<file path="src/rtl/core/ssq_pkg.sv">
// Shared types and codes for the stable sorted priority queue core.
// No dependencies; imported by the channel interfaces and all core modules.
package ssq_pkg;

   localparam int DATA_W = 8;
   localparam int PRI_W  = 8;
   localparam int CMD_W  = 2;
   localparam int STAT_W = 2;
   localparam int OCC_W  = 5;

   localparam logic [CMD_W-1:0] CMD_PUSH = 2'd0;
   localparam logic [CMD_W-1:0] CMD_POP  = 2'd1;
   localparam logic [CMD_W-1:0] CMD_PEEK = 2'd2;

   localparam logic [STAT_W-1:0] ST_OK    = 2'd0;
   localparam logic [STAT_W-1:0] ST_EMPTY = 2'd1;
   localparam logic [STAT_W-1:0] ST_FULL  = 2'd2;

   typedef struct packed {
      logic              load;
      logic              insert;
      logic              remove;
      logic              front;
      logic [STAT_W-1:0] status;
   } ctl_cmd_type;

   typedef struct packed {
      logic full;
      logic empty;
   } dp_stat_type;

endpackage

</file>
<file path="src/rtl/core/ssq_channels.sv">
// Valid/ready channel interfaces for request and response transactions.
// Depends on ssq_pkg for field widths.
interface ssq_req_if import ssq_pkg::*; ();
   logic              valid;
   logic              ready;
   logic [CMD_W-1:0]  cmd;
   logic [DATA_W-1:0] item_data;
   logic [PRI_W-1:0]  item_priority;

   modport source (output valid, cmd, item_data, item_priority, input ready);
   modport sink   (input valid, cmd, item_data, item_priority, output ready);
endinterface

interface ssq_rsp_if import ssq_pkg::*; ();
   logic              valid;
   logic              ready;
   logic [DATA_W-1:0] out_data;
   logic [STAT_W-1:0] status;
   logic [OCC_W-1:0]  occupancy;
   logic              now_empty;

   modport source (output valid, out_data, status, occupancy, now_empty, input ready);
   modport sink   (input valid, out_data, status, occupancy, now_empty, output ready);
endinterface

</file>
<file path="src/rtl/core/ssq_ctrl.sv">
// Transaction controller: handshake, command decode and response valid state.
// Depends on ssq_pkg; drives the datapath command struct.
module ssq_ctrl import ssq_pkg::*; (
   input  logic             clock,
   input  logic             reset,
   input  logic             req_valid,
   output logic             req_ready,
   input  logic [CMD_W-1:0] req_cmd,
   output logic             rsp_valid,
   input  logic             rsp_ready,
   input  dp_stat_type      dp_stat,
   output ctl_cmd_type      dp_cmd
);

   typedef enum logic {
      S_IDLE,
      S_HOLD
   } state_type;

   state_type state_ff, state_in;
   logic      accept;

   assign req_ready = (state_ff == S_IDLE) || rsp_ready;
   assign accept    = req_valid && req_ready;
   assign rsp_valid = (state_ff == S_HOLD);

   always_comb begin
      dp_cmd        = '0;
      dp_cmd.load   = accept;
      dp_cmd.status = ST_OK;
      case (req_cmd)
         CMD_PUSH: begin
            if (dp_stat.full) begin
               dp_cmd.status = ST_FULL;
            end else begin
               dp_cmd.insert = accept;
            end
         end
         CMD_POP: begin
            if (dp_stat.empty) begin
               dp_cmd.status = ST_EMPTY;
            end else begin
               dp_cmd.remove = accept;
               dp_cmd.front  = 1'b1;
            end
         end
         CMD_PEEK: begin
            if (dp_stat.empty) begin
               dp_cmd.status = ST_EMPTY;
            end else begin
               dp_cmd.front = 1'b1;
            end
         end
         default: begin
            dp_cmd.status = ST_OK;
         end
      endcase
   end

   always_comb begin
      state_in = state_ff;
      if (accept) begin
         state_in = S_HOLD;
      end else if (rsp_ready) begin
         state_in = S_IDLE;
      end
   end

   always_ff @(posedge clock) begin
      if (reset) begin
         state_ff <= S_IDLE;
      end else begin
         state_ff <= state_in;
      end
   end

   assert property (@(posedge clock) disable iff (reset)
      accept |=> rsp_valid)
      else $error("accepted request produced no response");

   assert property (@(posedge clock) disable iff (reset)
      !(dp_cmd.insert && dp_cmd.remove))
      else $error("insert and remove issued together");

   assert property (@(posedge clock) disable iff (reset)
      (rsp_valid && !rsp_ready) |-> !req_ready)
      else $error("request taken while response stalled");

endmodule

</file>
<file path="src/rtl/core/ssq_datapath.sv">
// Sorted entry array with per-cell compare and shift, occupancy and result registers.
// Depends on ssq_pkg; commanded by ssq_ctrl.
module ssq_datapath import ssq_pkg::*; #(
   parameter int DEPTH = 16
) (
   input  logic              clock,
   input  logic              reset,
   input  ctl_cmd_type       dp_cmd,
   input  logic [DATA_W-1:0] item_data,
   input  logic [PRI_W-1:0]  item_priority,
   output dp_stat_type       dp_stat,
   output logic [DATA_W-1:0] out_data,
   output logic [STAT_W-1:0] status,
   output logic [OCC_W-1:0]  occupancy,
   output logic              now_empty
);

   localparam int CNT_W = $clog2(DEPTH + 1);

   logic [DATA_W-1:0] data_ff [DEPTH];
   logic [PRI_W-1:0]  pri_ff  [DEPTH];
   logic [DEPTH-1:0]  gt;
   logic [CNT_W-1:0]  count_ff, count_in;
   logic [DATA_W-1:0] out_data_ff;
   logic [STAT_W-1:0] status_ff;
   logic [OCC_W-1:0]  occupancy_ff;
   logic              now_empty_ff;

   assign dp_stat.full  = (count_ff == CNT_W'(DEPTH));
   assign dp_stat.empty = (count_ff == '0);

   for (genvar i = 0; i < DEPTH; i++) begin : g_cell
      assign gt[i] = (CNT_W'(i) < count_ff) && (pri_ff[i] > item_priority);

      logic take_prev;
      logic take_new;
      logic take_next;

      if (i == 0) begin : g_first
         assign take_prev = 1'b0;
         assign take_new  = gt[i] || (count_ff == '0);
      end else begin : g_rest
         assign take_prev = gt[i-1];
         assign take_new  = !gt[i-1] && (gt[i] || (count_ff == CNT_W'(i)));
      end

      if (i == DEPTH - 1) begin : g_last
         assign take_next = 1'b0;
      end else begin : g_inner
         assign take_next = 1'b1;
      end

      always_ff @(posedge clock) begin
         if (dp_cmd.insert) begin
            if (take_prev) begin
               if (i > 0) begin
                  data_ff[i] <= data_ff[(i > 0) ? i - 1 : 0];
                  pri_ff[i]  <= pri_ff[(i > 0) ? i - 1 : 0];
               end
            end else if (take_new) begin
               data_ff[i] <= item_data;
               pri_ff[i]  <= item_priority;
            end
         end else if (dp_cmd.remove && take_next) begin
            data_ff[i] <= data_ff[(i < DEPTH - 1) ? i + 1 : i];
            pri_ff[i]  <= pri_ff[(i < DEPTH - 1) ? i + 1 : i];
         end
      end
   end

   always_comb begin
      count_in = count_ff;
      if (dp_cmd.insert) begin
         count_in = count_ff + CNT_W'(1);
      end else if (dp_cmd.remove) begin
         count_in = count_ff - CNT_W'(1);
      end
   end

   always_ff @(posedge clock) begin
      if (reset) begin
         count_ff <= '0;
      end else begin
         count_ff <= count_in;
      end
   end

   always_ff @(posedge clock) begin
      if (dp_cmd.load) begin
         out_data_ff  <= dp_cmd.front ? data_ff[0] : '0;
         status_ff    <= dp_cmd.status;
         occupancy_ff <= OCC_W'(count_in);
         now_empty_ff <= (count_in == '0);
      end
   end

   assign out_data  = out_data_ff;
   assign status    = status_ff;
   assign occupancy = occupancy_ff;
   assign now_empty = now_empty_ff;

   assert property (@(posedge clock) disable iff (reset)
      count_ff <= CNT_W'(DEPTH))
      else $error("occupancy beyond depth");

   assert property (@(posedge clock) disable iff (reset)
      dp_cmd.insert |=> (count_ff == $past(count_ff) + CNT_W'(1)))
      else $error("insert did not advance occupancy");

   assert property (@(posedge clock) disable iff (reset)
      dp_cmd.remove |=> (count_ff == $past(count_ff) - CNT_W'(1)))
      else $error("remove did not drop occupancy");

endmodule

</file>
<file path="src/rtl/core/stable_sorted_priority_queue_core.sv">
// Top level of the stable sorted priority queue: controller plus datapath.
// Depends on ssq_pkg, ssq_channels, ssq_ctrl and ssq_datapath.
//
//   channel   dir  fields
//   req_chan  in   cmd, item_data, item_priority
//   rsp_chan  out  out_data, status, occupancy, now_empty
//
// One transaction per cycle while responses are taken: each request updates the
// cell array at its accepting edge, which also loads the response register; the
// response is offered the next cycle. Per-cell compare and shift sets that figure.
// Reset clears occupancy and the response valid state only.
// A stalled response blocks new requests; a response taken in the same cycle
// lets the next request in without a bubble.
module stable_sorted_priority_queue_core import ssq_pkg::*; #(
   parameter int DEPTH = 16
) (
   input logic       clock,
   input logic       reset,
   ssq_req_if.sink   req_chan,
   ssq_rsp_if.source rsp_chan
);

   ctl_cmd_type dp_cmd;
   dp_stat_type dp_stat;

   ssq_ctrl u_ctrl (
      .clock     (clock),
      .reset     (reset),
      .req_valid (req_chan.valid),
      .req_ready (req_chan.ready),
      .req_cmd   (req_chan.cmd),
      .rsp_valid (rsp_chan.valid),
      .rsp_ready (rsp_chan.ready),
      .dp_stat   (dp_stat),
      .dp_cmd    (dp_cmd)
   );

   ssq_datapath #(
      .DEPTH (DEPTH)
   ) u_datapath (
      .clock         (clock),
      .reset         (reset),
      .dp_cmd        (dp_cmd),
      .item_data     (req_chan.item_data),
      .item_priority (req_chan.item_priority),
      .dp_stat       (dp_stat),
      .out_data      (rsp_chan.out_data),
      .status        (rsp_chan.status),
      .occupancy     (rsp_chan.occupancy),
      .now_empty     (rsp_chan.now_empty)
   );

endmodule
</file>
<file path="src/flat_wrapper.sv">
// flat-port wrapper written by rule: the top's interface ports become plain ports
module stable_sorted_priority_queue_core_flat import ssq_pkg::*;
#(
   parameter int DEPTH = 16
)
  (clock, reset, req_chan_valid, req_chan_cmd, req_chan_item_data, req_chan_item_priority, req_chan_ready, rsp_chan_valid, rsp_chan_out_data, rsp_chan_status, rsp_chan_occupancy, rsp_chan_now_empty, rsp_chan_ready);
  ssq_req_if req_chan_i ();
  ssq_rsp_if rsp_chan_i ();
  input logic clock;
  input logic reset;
  input wire logic [$bits(req_chan_i.valid)-1:0] req_chan_valid;
  input wire logic [$bits(req_chan_i.cmd)-1:0] req_chan_cmd;
  input wire logic [$bits(req_chan_i.item_data)-1:0] req_chan_item_data;
  input wire logic [$bits(req_chan_i.item_priority)-1:0] req_chan_item_priority;
  output wire logic [$bits(req_chan_i.ready)-1:0] req_chan_ready;
  output wire logic [$bits(rsp_chan_i.valid)-1:0] rsp_chan_valid;
  output wire logic [$bits(rsp_chan_i.out_data)-1:0] rsp_chan_out_data;
  output wire logic [$bits(rsp_chan_i.status)-1:0] rsp_chan_status;
  output wire logic [$bits(rsp_chan_i.occupancy)-1:0] rsp_chan_occupancy;
  output wire logic [$bits(rsp_chan_i.now_empty)-1:0] rsp_chan_now_empty;
  input wire logic [$bits(rsp_chan_i.ready)-1:0] rsp_chan_ready;
  assign req_chan_i.valid = req_chan_valid;
  assign req_chan_i.cmd = req_chan_cmd;
  assign req_chan_i.item_data = req_chan_item_data;
  assign req_chan_i.item_priority = req_chan_item_priority;
  assign req_chan_ready = req_chan_i.ready;
  assign rsp_chan_valid = rsp_chan_i.valid;
  assign rsp_chan_out_data = rsp_chan_i.out_data;
  assign rsp_chan_status = rsp_chan_i.status;
  assign rsp_chan_occupancy = rsp_chan_i.occupancy;
  assign rsp_chan_now_empty = rsp_chan_i.now_empty;
  assign rsp_chan_i.ready = rsp_chan_ready;
  stable_sorted_priority_queue_core #(.DEPTH(DEPTH)) u_core (.clock(clock), .reset(reset), .req_chan(req_chan_i), .rsp_chan(rsp_chan_i));
endmodule
</file>
<file path="config.mk">
export PLATFORM = sky130hd
export DESIGN_NAME = stable_sorted_priority_queue_core_flat
export DESIGN_NICKNAME = d
export VERILOG_FILES = /design/src/rtl/core/ssq_pkg.sv /design/src/rtl/core/ssq_channels.sv /design/src/rtl/core/ssq_ctrl.sv /design/src/rtl/core/ssq_datapath.sv /design/src/rtl/core/stable_sorted_priority_queue_core.sv /design/src/flat_wrapper.sv
export SDC_FILE = /design/constraint.sdc
export NUM_CORES = 1
export LEC_CHECK = 0
export BUFFER_PORTS_ARGS = -buffer_cell sky130_fd_sc_hd__buf_2
export CAP_MARGIN = 20
export CORE_ASPECT_RATIO = 0.9
export CORE_UTILIZATION = 58
export DETAILED_ROUTE_END_ITERATION = 8
export PLACE_DENSITY = 0.77
export SLEW_MARGIN = 20
export SYNTH_ARGS = -nofsm -noshare
export SYNTH_HDL_FRONTEND = slang
export SYNTH_SLANG_ARGS = --single-unit
</file>
<file path="constraint.sdc">
create_clock -name clock -period 3.75 [get_ports clock]
set_input_delay 0.375 -clock clock [delete_from_list [all_inputs] [get_ports clock]]
set_output_delay 0.375 -clock clock [all_outputs]
set_load 0.03 [all_outputs]
</file>
; Yosys cells after proc, flatten, opt, wreduce, memory -nomap -nowiden
; Memories as Yosys holds them, arrays and structs flattened.
; Cells that the tools add are included.
[word_totals]
reg_bits = 22
mem_bits_rw = 256
inputBits = 22
output_inout_bits = 18
mem_count = 2
[mem_list]
columns = name, words, word_bits, read_ports, rd_clocked_by_memory_dff, wr, line_no
row1 = u_core.u_datapath.data_ff, 16, 8, 16, 0, 16, ssq_datapath.sv:20  ; logic [DATA_W-1:0] data_ff [DEPTH];
row2 = u_core.u_datapath.pri_ff, 16, 8, 16, 0, 16, ssq_datapath.sv:21  ; logic [PRI_W-1:0] pri_ff [DEPTH];
[classes]
addsub = 2
n_lt_le_gt_ge = 32
eq_ne = 18
muxes = 184
bitwise = 61
n_reduce_logical = 69
[ops]
columns = cell, count
row1 = two-way mux 8 bit, 60
row2 = greater-than comparator 8 bit, 16
row3 = two-way mux 1 bit, 118
row4 = OR 1 bit, 60
row5 = "== test 5 x 4 -> 1 bit, second input constant", 8
row6 = "less-than comparator 4 x 5 -> 1 bit, first input constant", 8
row7 = logical AND 1 bit, 32
row8 = "== test 5 x 3 -> 1 bit, second input constant", 4
row9 = "less-than comparator 3 x 5 -> 1 bit, first input constant", 4
row10 = logical OR 1 bit, 17
row11 = zero test 1 bit, 15
row12 = "== test 5 x 2 -> 1 bit, second input constant", 2
row13 = zero test 5 bit, 2
row14 = "less-than comparator 1 x 5 -> 1 bit, first input constant", 2
row15 = "less-than comparator 2 x 5 -> 1 bit, first input constant", 2
row16 = two-way mux 5 bit, 2
row17 = "adder 5 x 1 -> 5 bit, second input constant", 1
row18 = "== test 5 x 1 -> 1 bit, second input constant", 1
row19 = "== test 5 bit, second input constant", 1
row20 = "subtractor 5 x 1 -> 5 bit, second input constant", 1
row21 = two-way mux 2 bit, 2
row22 = case mux 2 bit (2 select lines), 1
row23 = "== test 2 x 1 -> 1 bit, second input constant", 1
row24 = "== test 2 bit, second input constant", 1
row25 = 5 further kinds, 5

; Logic depth before layout (Yosys ltp)
; An unclocked memory read counts as a cell.
[depth]
depth_word = 11
depth_mapped = 11
depth_no_buf = 8

; Modules after synthesis
; Synthesis repeated with hierarchy kept, for this count alone.
[hier_totals]
hier_cells = 1882
hier_area_um2 = 18760.5
[by_module_without_submodules]
columns = mod, n_inst, cells_per_inst, area_per_inst_um2, seq_area_each_um2
row1 = ssq_datapath, 1, 1864, 18599.1, 8267.9
row2 = ssq_ctrl, 1, 18, 161.4, 20.0

; Worst setup path before layout
; OpenSTA, ideal clock, no wires.
[synth_path]
path_type = input port to flip-flop
start = input req_chan_item_priority[7]
end = memory u_core.u_datapath.data_ff[1][2], in the netlist u_core.u_datapath.data_ff[0][10] (enable)
arrival_ps = 3296
setup_slack_ps = 43
cell_stages = 9
cell_sequence = inv_1 > ha_1 > and4_1 > a22oi_1 > o21ai_0 > nor2_1 > clkbuf_1 > nor2b_1 > o21ai_0
[synth_rtl]
columns = item, line_no
row1 = start: declaration, flat_wrapper.sv:14  ; input wire logic [$bits(req_chan_i.item_priority)-1:0] req_chan_item_priority;
row2 = end: declaration, ssq_datapath.sv:20

==> run_results.csv <==
group,metric,value,unit
outcome,status,"completed",
pwr,leakage,0.00761,uW
yosys,ys_top_cells_by_area,"edfxtp_1 (46%), ha_1 (9.6%), nand2_1 (5.3%)",
layout,nets,2011,
layout,antenna_cells,0,
yosys,synth_seq_cells,278,
floorplanning,io_pins,40,
timing,slew_headroom,32.2,%
timing,tightest_slew,1.02,ns
drt,drtIter0Drc,1914,
global_route,grt_pass1_wl,82900,um
yosys,synth_fp_nets,1997,
drt,drt_first_pass_iters,6,
yosys,synth_warnings,0,
timing,setup_viol,0,
cts,clockBufferDepth,3,
cts,clock-sinks,278,
setup_path,crit_path_start_kind,"flip-flop",
yosys,synth_top_area_share,46.0,%
floorplanning,dieArea,31300,um^2
setup_path,max_stage_delay,0.49,ns
pwr,p_comb_share,12.6,%
yosys,synth.distinct_cells,65,
yosys,yosysSeqAreaShare,46.7,%
flow_run,drv_cap,0,
cts,htree_levels,1,
floorplanning,initial_core_util,59.2,%
drt,wl_per_cell,22.9,um
cts,cts.repair.resized,0,
timing,timing.setup.tns,0,ns
timing,min_period_over_period,85.5,%
cts,cts_buffers,30,
setup_path,critPathArrivalTime,3.55,ns
timing,finClkSkew,0.0384,ns
pwr,powerDensity,377,nW/um^2
cts,post-cts-setup-buffer-count,0,
layout,fillers,2446,
setup_path,required,4.09,ns
drt,drc,0,
timing,drv_slew,0,
layout,design_area,19500,um^2
setup_path,crit_chain,"inv_1, ha_1, nor4b_2, nand2b_1, or3_4, buf_12, buf_12, o31a_1, a21oi_1",
setup_path,crit_family,"simple AND/OR/NAND/NOR gates",
pwr,pwr-share-seq,48.6,%
global_route,grt_max_degree,100,
timing,timing.fmax,312,MHz
setup_path,critPathBufInv,3,
cts,clk_pin_slew,0.06,ns
hold_path,min_path_type,"input pin to flip-flop",
global_route,grt_overflow,0,
global_route,grt_antenna_before_repair,0,
yosys,synth_edf_count,272,
drt,vias_per_cell,6.78,
setup_path,r2r_start,"u_core.u_datapath.count_ff[1]",
setup_path,startpoint,"u_core.u_datapath.count_ff[1]",
pwr,switching_power,1980,uW
pwr,ir_drop,0.401,mV
floorplanning,fp.dieW,186,um
placement,hpwl,37200,um
pwr,clock_power_share,38.8,%
yosys,synthFlopType,"edfxtp_1",
placement,place.gp.congestion,0.969,
drt,vias,15400,
cts,cts_root_buffer,"clkbuf_16",
drt,ant_nets,0,
setup_path,cp_slowest_cell,"or3_4",
global_route,grt_pass1_vias,15100,
yosys,yosysTopAreaCell,"edfxtp_1",
placement,io_buffer_count,39,
yosys,async_flop_share,0,%
yosys,synth_area,17800,um^2
timing,hold_slack,0.0575,ns
layout,drive_gt1_share,10.6,%
cts,clock_latency,0.60,ns
placement,placed_cell_area,18600,um^2
hold_path,hold_start,"reset",
cts,cts_tree,"done",
floorplanning,fp-row-count,60,
yosys,postSynthCellCount,1838,
global_route,grt_util_all_layers,33.3,%
floorplanning,chipHeight,168,um
floorplanning,coreArea,30000,um^2
pwr,p_sw_share,27.0,%
drt,wl,52100,um
layout,syn_to_final_growth,9.66,%
timing,hold_violations,0,
setup_path,cp_max_fo,59,
pwr,internal_power,5360,uW
setup_path,cpMostUsedCell,"buf_12",
yosys,post-synth-top-count-cell,"edfxtp_1",
setup_path,crit_type,"flip-flop to flip-flop",
setup_path,worstSetupEndpointType,"flip-flop",
timing,rsz0062_at_grt,"false",
cts,cts_hold_buf,0,
yosys,synth.avg_cell_area,9.67,um^2
timing,layout_min_cycle_time,3.21,ns
yosys,synth_common_cells,"edfxtp_1 (272), nand2_1 (249), nor2_1 (201)",
==> worst paths after layout <==
check                                     end  slack [ns]  cells after the start
max          u_core.u_datapath.data_ff[1][13]        0.54                      9
min                   u_core.u_ctrl.rsp_valid        0.06                      2
max reg2reg  u_core.u_datapath.data_ff[1][13]        0.54                      9
min reg2reg  u_core.u_datapath.data_ff[7][14]        0.56                      1
==> power by group through the flow <==
stage,Sequential (uW),Combinational (uW),Clock (uW)
finish,3570,924,2850
global route,3570,1010,2970
CTS,3570,901,2870
detailed placement,3630,895,0
global placement,3630,856,0
floorplan,3640,563,0
==> logic make-up (layout without fill, tap and decap cells) <==
group | after synthesis | count (layout) | share of synthesized area, %
xor gates and xnor gates | 4 | 4 | 0.197
buffers and inverters | 160 | 195 | 3.75
AOI/OAI and AO/OA | 541 | 541 | 18.9
adders and majority gates | 137 | 137 | 9.65
and+or+nand+nor | 634 | 634 | 15.9
DFF | 278 | 278 | 46.7
muxes | 84 | 84 | 4.96
==> cell usage in the layout (no fill, tap or decap), drive strengths merged, types with 6 or more instances in the layout <==
cell    count
o221ai      6
o211a       6
clkinv     11
clkbuf     40
and4       10
a22oi      10
mux2i      52
nand3      64
inv        35
mux2       32
and2       16
or3        16
nand2     249
edfxtp    272
a31oi      33
buf       108
nand4      23
o21ai     156
a21oi     176
nor2b      10
o211ai     82
nor3       13
o31a       36
ha        137
nor2      202
dfxtp       6
nand2b     16
==> area by class of cell <==
| cell class | count | area (um^2) | area share, % |
|---|---|---|---|
| clock buffer | 40 | 828 | 4.25 |
| multi-input combinational | 1400 | 8840 | 45.4 |
| timing repair buffer | 108 | 801 | 4.11 |
| inverter | 34 | 128 | 0.655 |
| sequential | 278 | 8290 | 42.5 |
| tap | 403 | 504 | 2.59 |
| clock inverter | 13 | 96.3 | 0.495 |
==> sequential cells by signal (all words and copies together) (netlist names) <==
register and flops:
u_core.u_datapath.data_ff 128, u_core.u_datapath.pri_ff 128, u_core.u_datapath.out_data 8, u_core.u_datapath.count_ff 5, u_core.u_datapath.occupancy 5, u_core.u_datapath.status 2, u_core.u_ctrl.rsp_valid 1, u_core.u_datapath.now_empty 1
==> per-layer routing <==
metal | wire length (um) | GRT usage (%) | share of wire, % | up-vias
li1 | - | - | - | 6894
met1 | 21900 | 46.7 | 42 | 7496
met2 | 23300 | 51.2 | 45 | 881
met3 | 4480 | 4.84 | 8.6 | 154
met4 | 2410 | 15.1 | 4.6 | 0
met5 | 0 | 0 | 0 | -
==> through the flow <==
step                      util (%)  power [uW]  worst slack [ns]  std cells
after floorplan                  -        4210            0.0428       1838
after detailed placement      61.8        4530             0.438       2223
final                         64.9        7350             0.543       2276
after global placement        61.8        4490             0.524       2223
after CTS                     64.9        7340             0.594       2276
after global routing          64.9        7560             0.359       2276
Power figures use the tool's default switching activity.
